### src/pcd_pkg.sv
`default_nettype none
// ----------------------------------------------------------------------------
// pcd_pkg
// Shared widths, the reset constant and the command bundle that the controller
// sends to the datapath of the per-identifier cooldown table.
// ----------------------------------------------------------------------------
package pcd_pkg;

    localparam int ID_W   = 32;
    localparam int TIME_W = 64;

    // Reset value of the cooldown register: one second in nanoseconds.
    localparam logic [TIME_W-1:0] COOLDOWN_RESET = 64'd1000000000;

    typedef struct packed {
        logic load;      // capture the incoming item and restart the scan
        logic scan;      // read the next entry and evaluate the previous one
        logic commit;    // update the table and form the answer
        logic out_load;  // move the answer into the output register
    } pcd_cmd_t;

endpackage : pcd_pkg
`default_nettype wire

### src/pcd_datapath.sv
`default_nettype none
// ----------------------------------------------------------------------------
// pcd_datapath
// Entry memories, valid bits, scan counter, hit detection, least recently
// used victim tracking and the answer registers.
// ----------------------------------------------------------------------------
module pcd_datapath
    import pcd_pkg::*;
#(
    parameter int TABLE_DEPTH = 16
) (
    input  wire logic              clk,
    input  wire logic              rst_n,
    input  wire pcd_cmd_t          cmd,
    input  wire logic              cfg_we,
    input  wire logic [TIME_W-1:0] cfg_data,
    input  wire logic [ID_W-1:0]   ident,
    input  wire logic [TIME_W-1:0] now_ns,
    output logic                   scan_done,
    output logic                   due
);

    localparam int IDX_W = (TABLE_DEPTH > 1) ? $clog2(TABLE_DEPTH) : 1;
    localparam int CNT_W = $clog2(TABLE_DEPTH + 1);
    localparam logic [CNT_W-1:0] CNT_END  = CNT_W'(TABLE_DEPTH);
    localparam logic [IDX_W-1:0] IDX_LAST = IDX_W'(TABLE_DEPTH - 1);

    logic [ID_W-1:0]        ident_mem [TABLE_DEPTH];
    logic [TIME_W-1:0]      time_mem  [TABLE_DEPTH];
    logic [TABLE_DEPTH-1:0] slot_valid_reg;

    logic [TIME_W-1:0] cooldown_reg;
    logic [ID_W-1:0]   ident_reg;
    logic [TIME_W-1:0] now_reg;

    logic [CNT_W-1:0]  rd_cnt_reg;
    logic              pend_reg;
    logic [IDX_W-1:0]  pend_idx_reg;
    logic [ID_W-1:0]   rd_ident_reg;
    logic [TIME_W-1:0] rd_time_reg;
    logic              rd_bit_reg;

    logic              hit_reg;
    logic [IDX_W-1:0]  hit_idx_reg;
    logic              cool_reg;
    logic              ev_last_reg;
    logic              have_free_reg;
    logic [IDX_W-1:0]  victim_idx_reg;
    logic [TIME_W-1:0] victim_time_reg;
    logic              due_res_reg;
    logic              due_reg;

    logic              rd_en;
    logic [IDX_W-1:0]  rd_addr;
    logic              ev_en;
    logic              match;
    logic [TIME_W-1:0] elapsed;
    logic              cooling;

    assign rd_en   = cmd.scan && (rd_cnt_reg < CNT_END);
    assign rd_addr = rd_cnt_reg[IDX_W-1:0];
    assign ev_en   = cmd.scan && pend_reg && !hit_reg && !ev_last_reg;
    assign match   = rd_bit_reg && (rd_ident_reg == ident_reg);
    assign elapsed = now_reg - rd_time_reg;
    assign cooling = elapsed < cooldown_reg;

    assign scan_done = hit_reg || ev_last_reg;
    assign due       = due_reg;

    // Entry memories and the registered read port.
    always_ff @(posedge clk)
    begin
        if (cmd.commit) begin
            if (hit_reg) begin
                if (!cool_reg) begin
                    time_mem[hit_idx_reg] <= now_reg;
                end
            end else begin
                ident_mem[victim_idx_reg] <= ident_reg;
                time_mem[victim_idx_reg]  <= now_reg;
            end
        end
        if (rd_en) begin
            rd_ident_reg <= ident_mem[rd_addr];
            rd_time_reg  <= time_mem[rd_addr];
            rd_bit_reg   <= slot_valid_reg[rd_addr];
            pend_idx_reg <= rd_addr;
        end
    end

    // Item capture, victim tracking and answer payload.
    always_ff @(posedge clk)
    begin
        if (cmd.load) begin
            ident_reg <= ident;
            now_reg   <= now_ns;
        end
        if (ev_en && !match && !have_free_reg) begin
            // Slot 0 seeds the victim; a later slot replaces it when free or strictly older.
            if (pend_idx_reg == '0) begin
                victim_idx_reg  <= '0;
                victim_time_reg <= rd_time_reg;
            end else if (!rd_bit_reg) begin
                victim_idx_reg  <= pend_idx_reg;
            end else if (rd_time_reg < victim_time_reg) begin
                victim_idx_reg  <= pend_idx_reg;
                victim_time_reg <= rd_time_reg;
            end
        end
        if (ev_en && match) begin
            hit_idx_reg <= pend_idx_reg;
            cool_reg    <= cooling;
        end
        if (cmd.commit) begin
            due_res_reg <= !(hit_reg && cool_reg);
        end
        if (cmd.out_load) begin
            due_reg <= due_res_reg;
        end
    end

    // Control state of the scan, valid bits and the cooldown register.
    always_ff @(posedge clk or negedge rst_n)
    begin
        if (!rst_n) begin
            slot_valid_reg <= '0;
            cooldown_reg   <= COOLDOWN_RESET;
            rd_cnt_reg     <= '0;
            pend_reg       <= 1'b0;
            hit_reg        <= 1'b0;
            ev_last_reg    <= 1'b0;
            have_free_reg  <= 1'b0;
        end else begin
            if (cfg_we) begin
                cooldown_reg <= cfg_data;
            end
            if (cmd.load) begin
                rd_cnt_reg    <= '0;
                pend_reg      <= 1'b0;
                hit_reg       <= 1'b0;
                ev_last_reg   <= 1'b0;
                have_free_reg <= 1'b0;
            end else if (cmd.scan) begin
                pend_reg <= rd_en;
                if (rd_en) begin
                    rd_cnt_reg <= rd_cnt_reg + 1'b1;
                end
                if (ev_en) begin
                    ev_last_reg <= (pend_idx_reg == IDX_LAST);
                    if (match) begin
                        hit_reg <= 1'b1;
                    end else if (!have_free_reg && !rd_bit_reg) begin
                        have_free_reg <= 1'b1;
                    end
                end
            end
            if (cmd.commit && !hit_reg) begin
                slot_valid_reg[victim_idx_reg] <= 1'b1;
            end
        end
    end

endmodule : pcd_datapath
`default_nettype wire

### src/pcd_ctrl.sv
`default_nettype none
// ----------------------------------------------------------------------------
// pcd_ctrl
// Sequencer for one lookup: capture, table scan, update, answer hand-off.
// Owns the output valid flag.
// ----------------------------------------------------------------------------
module pcd_ctrl
    import pcd_pkg::*;
(
    input  wire logic clk,
    input  wire logic rst_n,
    input  wire logic in_valid,
    output logic      in_ready,
    output logic      out_valid,
    input  wire logic out_ready,
    input  wire logic scan_done,
    output pcd_cmd_t  cmd
);

    typedef enum logic [1:0] {
        ST_IDLE,
        ST_SCAN,
        ST_COMMIT,
        ST_DELIVER
    } state_t;

    state_t state_reg;
    logic   out_valid_reg;
    logic   out_free;

    assign out_free  = !out_valid_reg || out_ready;
    assign in_ready  = (state_reg == ST_IDLE);
    assign out_valid = out_valid_reg;

    always_comb
    begin
        cmd          = '0;
        cmd.load     = (state_reg == ST_IDLE) && in_valid;
        cmd.scan     = (state_reg == ST_SCAN);
        cmd.commit   = (state_reg == ST_COMMIT);
        cmd.out_load = (state_reg == ST_DELIVER) && out_free;
    end

    always_ff @(posedge clk or negedge rst_n)
    begin
        if (!rst_n) begin
            state_reg     <= ST_IDLE;
            out_valid_reg <= 1'b0;
        end else begin
            if (cmd.out_load) begin
                out_valid_reg <= 1'b1;
            end else if (out_ready) begin
                out_valid_reg <= 1'b0;
            end
            unique case (state_reg)
                ST_IDLE: begin
                    if (in_valid) begin
                        state_reg <= ST_SCAN;
                    end
                end
                ST_SCAN: begin
                    if (scan_done) begin
                        state_reg <= ST_COMMIT;
                    end
                end
                ST_COMMIT: begin
                    state_reg <= ST_DELIVER;
                end
                ST_DELIVER: begin
                    if (out_free) begin
                        state_reg <= ST_IDLE;
                    end
                end
                default: begin
                    state_reg <= ST_IDLE;
                end
            endcase
        end
    end

endmodule : pcd_ctrl
`default_nettype wire

### src/per_id_cooldown_table.sv
`default_nettype none
// ----------------------------------------------------------------------------
// per_id_cooldown_table
// Per-identifier cooldown filter with a table of TABLE_DEPTH entries and
// least recently used replacement when the table is full.
// ----------------------------------------------------------------------------
//  Channel | Handshake            | Payload
//  --------+----------------------+----------------------------
//  cfg     | cfg_valid/cfg_ready  | cooldown_ns[63:0]
//  in      | in_valid/in_ready    | ident[31:0], now_ns[63:0]
//  out     | out_valid/out_ready  | due
//
// An item passes from accept to the next accept through a capture step, a
// scan over the single read port of the entry memories (shorter when the
// identifier is found early), an update step and a hand-off step into the
// output register.
// Reset clears all valid bits and loads a cooldown of one second.
// A stalled output holds the block in hand-off; cfg_ready is always high.
// ----------------------------------------------------------------------------
module per_id_cooldown_table
    import pcd_pkg::*;
#(
    parameter int TABLE_DEPTH = 16
) (
    input  wire logic              clk,
    input  wire logic              rst_n,
    input  wire logic              cfg_valid,
    output logic                   cfg_ready,
    input  wire logic [TIME_W-1:0] cooldown_ns,
    input  wire logic              in_valid,
    output logic                   in_ready,
    input  wire logic [ID_W-1:0]   ident,
    input  wire logic [TIME_W-1:0] now_ns,
    output logic                   out_valid,
    input  wire logic              out_ready,
    output logic                   due
);

    pcd_cmd_t cmd;
    logic     scan_done;

    assign cfg_ready = 1'b1;

    pcd_ctrl u_ctrl (
        .clk       (clk),
        .rst_n     (rst_n),
        .in_valid  (in_valid),
        .in_ready  (in_ready),
        .out_valid (out_valid),
        .out_ready (out_ready),
        .scan_done (scan_done),
        .cmd       (cmd)
    );

    pcd_datapath #(
        .TABLE_DEPTH (TABLE_DEPTH)
    ) u_datapath (
        .clk       (clk),
        .rst_n     (rst_n),
        .cmd       (cmd),
        .cfg_we    (cfg_valid && cfg_ready),
        .cfg_data  (cooldown_ns),
        .ident     (ident),
        .now_ns    (now_ns),
        .scan_done (scan_done),
        .due       (due)
    );

    // Only one item is in flight: the block is busy right after an accept.
    a_busy_after_accept: assert property (
        @(posedge clk) disable iff (!rst_n)
        (in_valid && in_ready) |=> !in_ready
    ) else $error("input accepted while an item is still in flight");

    // The table is updated exactly once per item, always right after the scan.
    a_commit_after_scan: assert property (
        @(posedge clk) disable iff (!rst_n)
        cmd.commit |-> ($past(cmd.scan) && $past(scan_done))
    ) else $error("table update without a finished scan");

    // A new answer never overwrites one that has not been taken.
    a_no_overwrite: assert property (
        @(posedge clk) disable iff (!rst_n)
        cmd.out_load |-> (!out_valid || out_ready)
    ) else $error("answer loaded over a pending item");

endmodule : per_id_cooldown_table
`default_nettype wire

### config.mk
export PLATFORM = sky130hd
export DESIGN_NAME = per_id_cooldown_table
export DESIGN_NICKNAME = d
export VERILOG_FILES = /design/src/pcd_pkg.sv /design/src/pcd_datapath.sv /design/src/pcd_ctrl.sv /design/src/per_id_cooldown_table.sv
export SDC_FILE = /design/constraint.sdc
export NUM_CORES = 2
export LEC_CHECK = 0
export ABC_AREA = 1
export BUFFER_PORTS_ARGS = -buffer_cell sky130_fd_sc_hd__buf_2
export CORE_AREA = 3 3 385 387
export DETAILED_ROUTE_END_ITERATION = 10
export DIE_AREA = 0 0 388 390
export HOLD_SLACK_MARGIN = 0.15
export PLACE_DENSITY = 0.71
export SETUP_SLACK_MARGIN = 0.1
export SLEW_MARGIN = 20
export SYNTH_ARGS = -nofsm -noshare
export SYNTH_HDL_FRONTEND = slang
export SYNTH_SLANG_ARGS = --single-unit
### constraint.sdc
create_clock -name clk -period 10.5 [get_ports clk]
set_input_delay 2.1 -clock clk [delete_from_list [all_inputs] [get_ports clk]]
set_output_delay 2.1 -clock clk [all_outputs]
set_load 0.01 [all_outputs]
=== Word-level counts from Yosys, hierarchy flattened ===
Memory sizes are Yosys's and may differ from the RTL's. A register that Yosys moved wholly into a read port is not among the register bits.
Cells that the tools add are included.

* Input bits: 165
* Memories: 2
* RAM bits: 1,536
* Output and inout bits: 4
* Register bits after elaboration: 268

{| class="wikitable"
|+ Memories
! name !! words !! bits a word !! read ports !! clocked after Yosys merged registers in !! wr ports !! RTL line !! source
|-
| u_datapath.time_mem || 16 || 64 || 1 || 1 || 1 || pcd_datapath.sv:29 || <nowiki>logic [TIME_W-1:0] time_mem [TABLE_DEPTH];</nowiki>
|-
| u_datapath.ident_mem || 16 || 32 || 1 || 1 || 1 || pcd_datapath.sv:28 || <nowiki>logic [ID_W-1:0] ident_mem [TABLE_DEPTH];</nowiki>
|}

* Equal/unequal tests: 10
* Reductions and logical operators: 41
* Magnitude comparators: 6
* Muxes and demuxes: 42
* Add/sub/neg operators: 2
* Bitwise gates (word level): 1

{| class="wikitable"
|+ Operators with widths
! operator !! count
|-
| 64-bit two-way mux || 4
|-
| 64-bit less-than comparator || 2
|-
| 64-bit OR reduction || 1
|-
| 64-bit subtractor || 1
|-
| 32-bit == test || 1
|-
| 1-bit two-way mux || 26
|-
| 16-bit OR || 1
|-
| 2-bit nonzero test || 8
|-
| 5-bit two-way mux || 3
|-
| 1-bit logical AND || 14
|-
| 4-bit two-way mux || 3
|-
| 4-bit by 5-bit less-than comparator with 1-bit output, second input constant || 2
|-
| 3-bit AND reduction || 3
|-
| 2-bit one-hot mux with 4 select lines || 1
|-
| 1-bit zero test || 7
|-
| 2-bit two-way mux || 3
|-
| 2-bit inequality test, second input constant || 3
|-
| 2-bit AND reduction || 3
|-
| 5-bit by 1-bit adder with 5-bit output, second input constant || 1
|-
| 5-bit less-than comparator, second input constant || 1
|-
| 1-bit binary-select mux with 4-bit select || 1
|-
| 1-bit demux with 4-bit select || 1
|-
| 2-bit == test, second input constant || 2
|-
| 4-bit == test, second input constant || 1
|-
| other kinds (8) || 9
|}

=== Logic depth before layout (Yosys ltp) ===
* Word-level depth: 7
* Mapped depth: 28
* Depth with buffers taken out: 28

=== By module ===
Synthesis repeated with hierarchy kept, for this count alone.

* Cells, all modules: 6,447
* Area, all modules: 79,735.2 sq um

{| class="wikitable"
|+ Modules (own cells, without submodules)
! module !! cells an instance !! seq. area each (sq um) !! times used !! area an instance (sq um)
|-
| pcd_datapath || 6,414 || 56,535.5 || 1 || 79,485.0
|-
| pcd_ctrl || 31 || 75.1 || 1 || 239.0
|-
| per_id_cooldown_table || 2 || 0.0 || 1 || 11.3
|}

=== Worst setup path before layout ===
No wires, ideal clock.

* Path kind: register to register
* Start: register u_ctrl.state_reg[1]
* End: register u_datapath.rd_cnt_reg[2]
* Required time: 10.364 ns
* Slack: 4.686 ns
* Period minus slack after synthesis: 5.814 ns
* Stages on the path, launching flop included: 8
* Arrival: 5.678 ns
* Cell sequence: dfrtp_1 -> inv_1 -> ha_1 -> inv_1 -> nor2_1 -> nand2_1 -> o21ai_0 -> a21oi_1

* Longest elaborated chain between the ends: 4
* Elaborated cells on any way between the ends: 8

{| class="wikitable"
|+ RTL lines
! what !! RTL line !! source
|-
| start: declaration || pcd_ctrl.sv:27 || <nowiki>state_t state_reg;</nowiki>
|-
| start signal: assignment || pcd_ctrl.sv:47 || <nowiki>state_reg <= ST_IDLE;</nowiki>
|-
| start signal: assignment || pcd_ctrl.sv:58 || <nowiki>state_reg <= ST_SCAN;</nowiki>
|-
| start signal: assignment || pcd_ctrl.sv:63 || <nowiki>state_reg <= ST_COMMIT;</nowiki>
|-
| 2-bit by 1-bit == test with 1-bit output || pcd_ctrl.sv:39 || <nowiki>cmd.scan = (state_reg == ST_SCAN);</nowiki>
|-
| 1-bit logical AND || pcd_datapath.sv:60 || <nowiki>assign rd_en = cmd.scan && (rd_cnt_reg < CNT_END);</nowiki>
|-
| named net u_datapath.rd_en || pcd_datapath.sv:53 || <nowiki>logic rd_en;</nowiki>
|-
| 2-bit nonzero test (no source line) || -- ||
|-
| 2-bit AND reduction (no source line) || -- ||
|-
| end signal: assignment || pcd_datapath.sv:146 || <nowiki>rd_cnt_reg <= rd_cnt_reg + 1'b1;</nowiki>
|-
| end: declaration || pcd_datapath.sv:36 || <nowiki>logic [CNT_W-1:0] rd_cnt_reg;</nowiki>
|}

The timed path passes the listed nets, and every way through them passes these cells.
A chain may end at the register's enable or synchronous reset.

=== Final worst setup path ===
* Start: register u_datapath.now_reg[6]
* End: register u_datapath.cool_reg (data pin)

* Longest elaborated chain between the ends: 2

{| class="wikitable"
|+ RTL lines
! what !! RTL line !! source
|-
| start: declaration || pcd_datapath.sv:34 || <nowiki>logic [TIME_W-1:0] now_reg;</nowiki>
|-
| start signal: assignment || pcd_datapath.sv:96 || <nowiki>now_reg <= now_ns;</nowiki>
|-
| 64-bit subtractor || pcd_datapath.sv:64 || <nowiki>assign elapsed = now_reg - rd_time_reg;</nowiki>
|-
| 64-bit less-than comparator || pcd_datapath.sv:65 || <nowiki>assign cooling = elapsed < cooldown_reg;</nowiki>
|-
| named net u_datapath.cooling || pcd_datapath.sv:58 || <nowiki>logic cooling;</nowiki>
|-
| end signal: assignment || pcd_datapath.sv:112 || <nowiki>cool_reg <= cooling;</nowiki>
|-
| end: declaration || pcd_datapath.sv:45 || <nowiki>logic cool_reg;</nowiki>
|}

The timed path passes the listed nets, and every way through them passes these cells.

==> flow_summary_export.csv <==
group,metric,value,unit
clock_tree,tritoncts,"yes",
sta,rsz0062_at_grt,"false",
clock_tree,cts_buffer_depth,3,
sta,fin_skew,0.0462,ns
setup_path,regToRegStartpoint,"u_datapath.now_reg[6]$_DFFE_PP_",
synthesis,synth-compound-area-share,11.3,%
outcome,outcome,"complete, no violations",
detailed_routing,drt-total-wl,215,mm
layout,multi_input_area,0.0203,mm²
detailed_routing,wl_per_cell,25.0,µm
sta,min_period_over_period,40.1,%
setup_path,crit_slowest_cell,"edfxtp_1",
sta,worst_slew_pin_slew,1.21,ns
setup_path,critPathMaxStageDelay,0.64,ns
synthesis,syn_area_per_cell,12.4,µm²
sta,setup-tns-final,0,ns
pwr,swShare,35.8,%
synthesis,synth.most_common_cell,"edfxtp_1",
sta,slew_headroom,19.7,%
pwr,power.leakage,30.7,nW
floorplan,die_h,390,µm
setup_path,crit_path_end,"u_datapath.cool_reg$_DFFE_PP_",
layout,areaGrowthSynthToFinish,11.0,%
synthesis,syn_inst,6425,
pwr,switchingPower,8.43,mW
global_route,grt_max_degree,213,
synthesis,async_flop_share,4.84,%
synthesis,synthTopCellsByArea,"edfxtp_1, o21ai_0, nor2_1",
synthesis,synth_cell_types,56,
floorplan,row_count,140,
synthesis,synth.top_cell.area_share,68.2,%
detailed_routing,dr.pass1.iters,6,
synthesis,synth_top_family_by_area,"compound AO/OA/AOI/OAI gates",
worst_hold_path,hp-class,"flip-flop to flip-flop",
placed_design,hpwl,117,mm
pwr,powerDensity,267,mW/mm²
layout,reg_top3,"u_datapath.time_mem (1024), u_datapath.ident_mem (512)",
detailed_routing,drt_iter0_drc,5884,
synthesis,ys_ff_latch,1900,
pwr,clockPowerShare,27.3,%
global_route,grt_remaining_overflow,0,
synthesis,synthXorXnorAreaFrac,0.605,%
sta,whs,0.461,ns
detailed_routing,postRouteAntennaNets,0,
clock_tree,cts_buffers,186,
layout,nets,6894,
sta,setup_viol,0,
sta,drv_slew,0,
layout,drive_gt1_share,10.0,%
setup_path,worst-endpoint-arrival,4.89,ns
detailed_routing,num_vias,52500,
synthesis,synth.cell_area,0.0796,mm²
synthesis,synth_adder_area_share,3.07,%
setup_path,worstPathRequired,11.18,ns
synthesis,synth.area.mux_share,0.0141,%
synthesis,synth_top_flop_cell,"edfxtp_1",
floorplan,floorplan.initialDensity,54.8,%
layout,final_cell_count_no_fill,8610,
pwr,finalPower,23.6,mW
clock_tree,postCtsHoldBufs,0,
layout,largest_register,"u_datapath.time_mem",
placed_design,io_buffers,167,
setup_path,reg2reg_depth,18,
global_route,antenna_found_initial,15,
synthesis,synthSimpleGateAreaFrac,10.2,%
clock_tree,clkTransAtPathRegs,0.06,ns
global_route,grt_pass1_wl,318,mm
pwr,p_comb_share,30.2,%
synthesis,ys_seq_area_share,71.1,%
sta,fin_crit,4.21,ns
layout,fillers,11100,
synthesis,synth_common_cells,"edfxtp_1, nor2_1, o21ai_0",
layout,final-seq-area,0.0566,mm²
sta,fmax,238,MHz
clock_tree,htreeDepth,4,
synthesis,synth-edff-count,1808,
clock_tree,cts_sinks,1900,
synthesis,ys_warn_count,0,
detailed_routing,drc_errors,0,
global_route,first_global_vias,50600,
synthesis,syn-num-nets,6785,
pwr,pwr-share-seq,42.5,%
placed_design,dp.cells,8263,
flow_run,maxCapViolCount,0,
global_route,grt_use_total,28.1,%
pwr,internal_power,15.1,mW
setup_path,path_common_cell,"nand2_1",
synthesis,yosys.area.top_type,"edfxtp_1",
clock_tree,insertion_delay,0.83,ns
setup_path,worst_r2r_endpoint,"u_datapath.cool_reg$_DFFE_PP_",
placed_design,finalWeightedCongestion,1.00,
detailed_routing,via_per_inst,6.10,
layout,final_core_util,60.8,%
setup_path,cp_cell_sequence,"ha_1, nand2_2, nor2_1, nand2_1, o21ai_1, nand2_1, nand3_2, nand2_1, nand2_1, xor2_1, ha_1, a21oi_1, nor2_1, nor4_1, nand2_1, nand2_1, nand2_1, a21oi_1",
floorplan,die_area,0.151,mm²
floorplan,die_x,388,µm
setup_path,crit_type,"flip-flop to flip-flop",
setup_path,worstSetupStartpoint,"u_datapath.now_reg[6]$_DFFE_PP_",
sta,hold_viol_final,0,
setup_path,ff2ff_setup_slack,6.29,ns
pwr,irDropWorstVdd,0.233,mV
clock_tree,postCtsResizedCells,0,
clock_tree,cts_setup_buffers,0,
floorplan,core-area,0.145,mm²
setup_path,end_kind,"flip-flop",
layout,largest_register_ffs,1024,
setup_path,worstSetupStartpointType,"flip-flop",
clock_tree,cts-root-buf,"clkbuf_16",
setup_path,path_max_fanout,17,
floorplan,ios,169,
stage by stage:
| stage | instance area [µm²] | setup slack [ns] |
|---|---|---|
| 2_1_floorplan | 79600 | 4.69 |
| 3_3_place_gp | 82400 | 6.09 |
| 3_5_place_dp | 82400 | 6.02 |
| 4_1_cts | 88300 | 6.36 |
| 5_1_grt | 88300 | 6.00 |
| 6_report | 88300 | 6.29 |
routing by layer:
| layer | routed length, µm | part of all wire (%) | track usage [%] | vias up |
|---|---|---|---|---|
| li1 | - | - | - | 23500 |
| met1 | 87100 | 41 | 39.6 | 25900 |
| met2 | 100000 | 47 | 44.6 | 2648 |
| met3 | 20600 | 9.6 | 5.10 | 434 |
| met4 | 6670 | 3.1 | 9.51 | 14 |
| met5 | 86 | 0.040 | 0 | - |
cell usage in the layout (no fill, tap or decap), types with 11 or more instances in the layout:
master,n
nand2_1,610
buf_4,79
nand3_1,227
clkbuf_1,48
nor2_1,954
nor3_1,25
nor4_1,11
o211ai_1,39
edfxtp_1,1808
inv_1,392
buf_2,165
nand4_1,29
clkinv_1,36
xnor2_1,11
dfrtp_1,76
nand2_2,27
o21ai_0,913
o21bai_1,13
nor2_4,43
ha_1,194
o22ai_1,229
or2_2,22
o221ai_1,158
xor2_1,44
dfstp_2,13
nor2_2,17
o21a_1,11
clkbuf_16,191
clkinv_2,36
a21oi_1,154
worst max-delay path: cells and delay by family, from the launching register on:
kind                       cells  cell delay [ns]
DFF                            1             0.64
and+or+nand+nor               12             1.71
xor gates and xnor gates       1             0.25
AOI/OAI and AO/OA              3             0.61
adders and majority gates      2             0.84
how the worst min path moves through the flow:
stage | cells past startpoint | start | slack, ns | endpoint
floorplan | 0 | u_datapath.due_res_reg$_DFFE_PP_ | 0.40 | u_datapath.due$_DFFE_PP_
global placement | 2 | u_datapath.slot_valid_reg[6]$_DFFE_PN0P_ | 0.44 | u_datapath.slot_valid_reg[6]$_DFFE_PN0P_
detailed placement | 0 | u_datapath.due_res_reg$_DFFE_PP_ | 0.44 | u_datapath.due$_DFFE_PP_
CTS | 1 | u_datapath.slot_valid_reg[7]$_DFFE_PN0P_ | 0.46 | u_datapath.slot_valid_reg[7]$_DFFE_PN0P_
global route | 0 | u_datapath.due_res_reg$_DFFE_PP_ | 0.47 | u_datapath.due$_DFFE_PP_
finish | 2 | u_datapath.slot_valid_reg[6]$_DFFE_PN0P_ | 0.46 | u_datapath.slot_valid_reg[6]$_DFFE_PN0P_
logic make-up (layout without fill, tap and decap cells):
| kind of cell | after synthesis | count (layout) |
|---|---|---|
| flops | 1900 | 1900 |
| other cells | 1 | 3 |
| compound gates | 1557 | 1557 |
| simple gates | 1981 | 1981 |
| xor+xnor | 55 | 55 |
| buf+inv | 735 | 1001 |
| fa+ha+maj | 195 | 195 |
| mux | 1 | 1 |
area by class of cell:
type	instances	area share, %
Antenna cell	2	0.00567
Clock buffer	245	5.71
Clock inverter	100	0.968
Inverter	407	1.76
Multi-Input combinational cell	3790	23.0
Sequential cell	1900	64.1
Tap cell	1917	2.72
Timing Repair Buffer	249	1.72
power groups by stage:
stage                     registers [mW]  logic (mW)  clock network (mW)
final                               10.0        7.13                6.42
after global routing                10.1        7.86                6.81
after CTS                           10.0        7.06                6.51
after detailed placement            10.2        7.01                   0
after floorplan                     9.91        4.82                   0
after global placement              10.1        6.88                   0
Note: power is estimated with default switching activity, not from simulation.
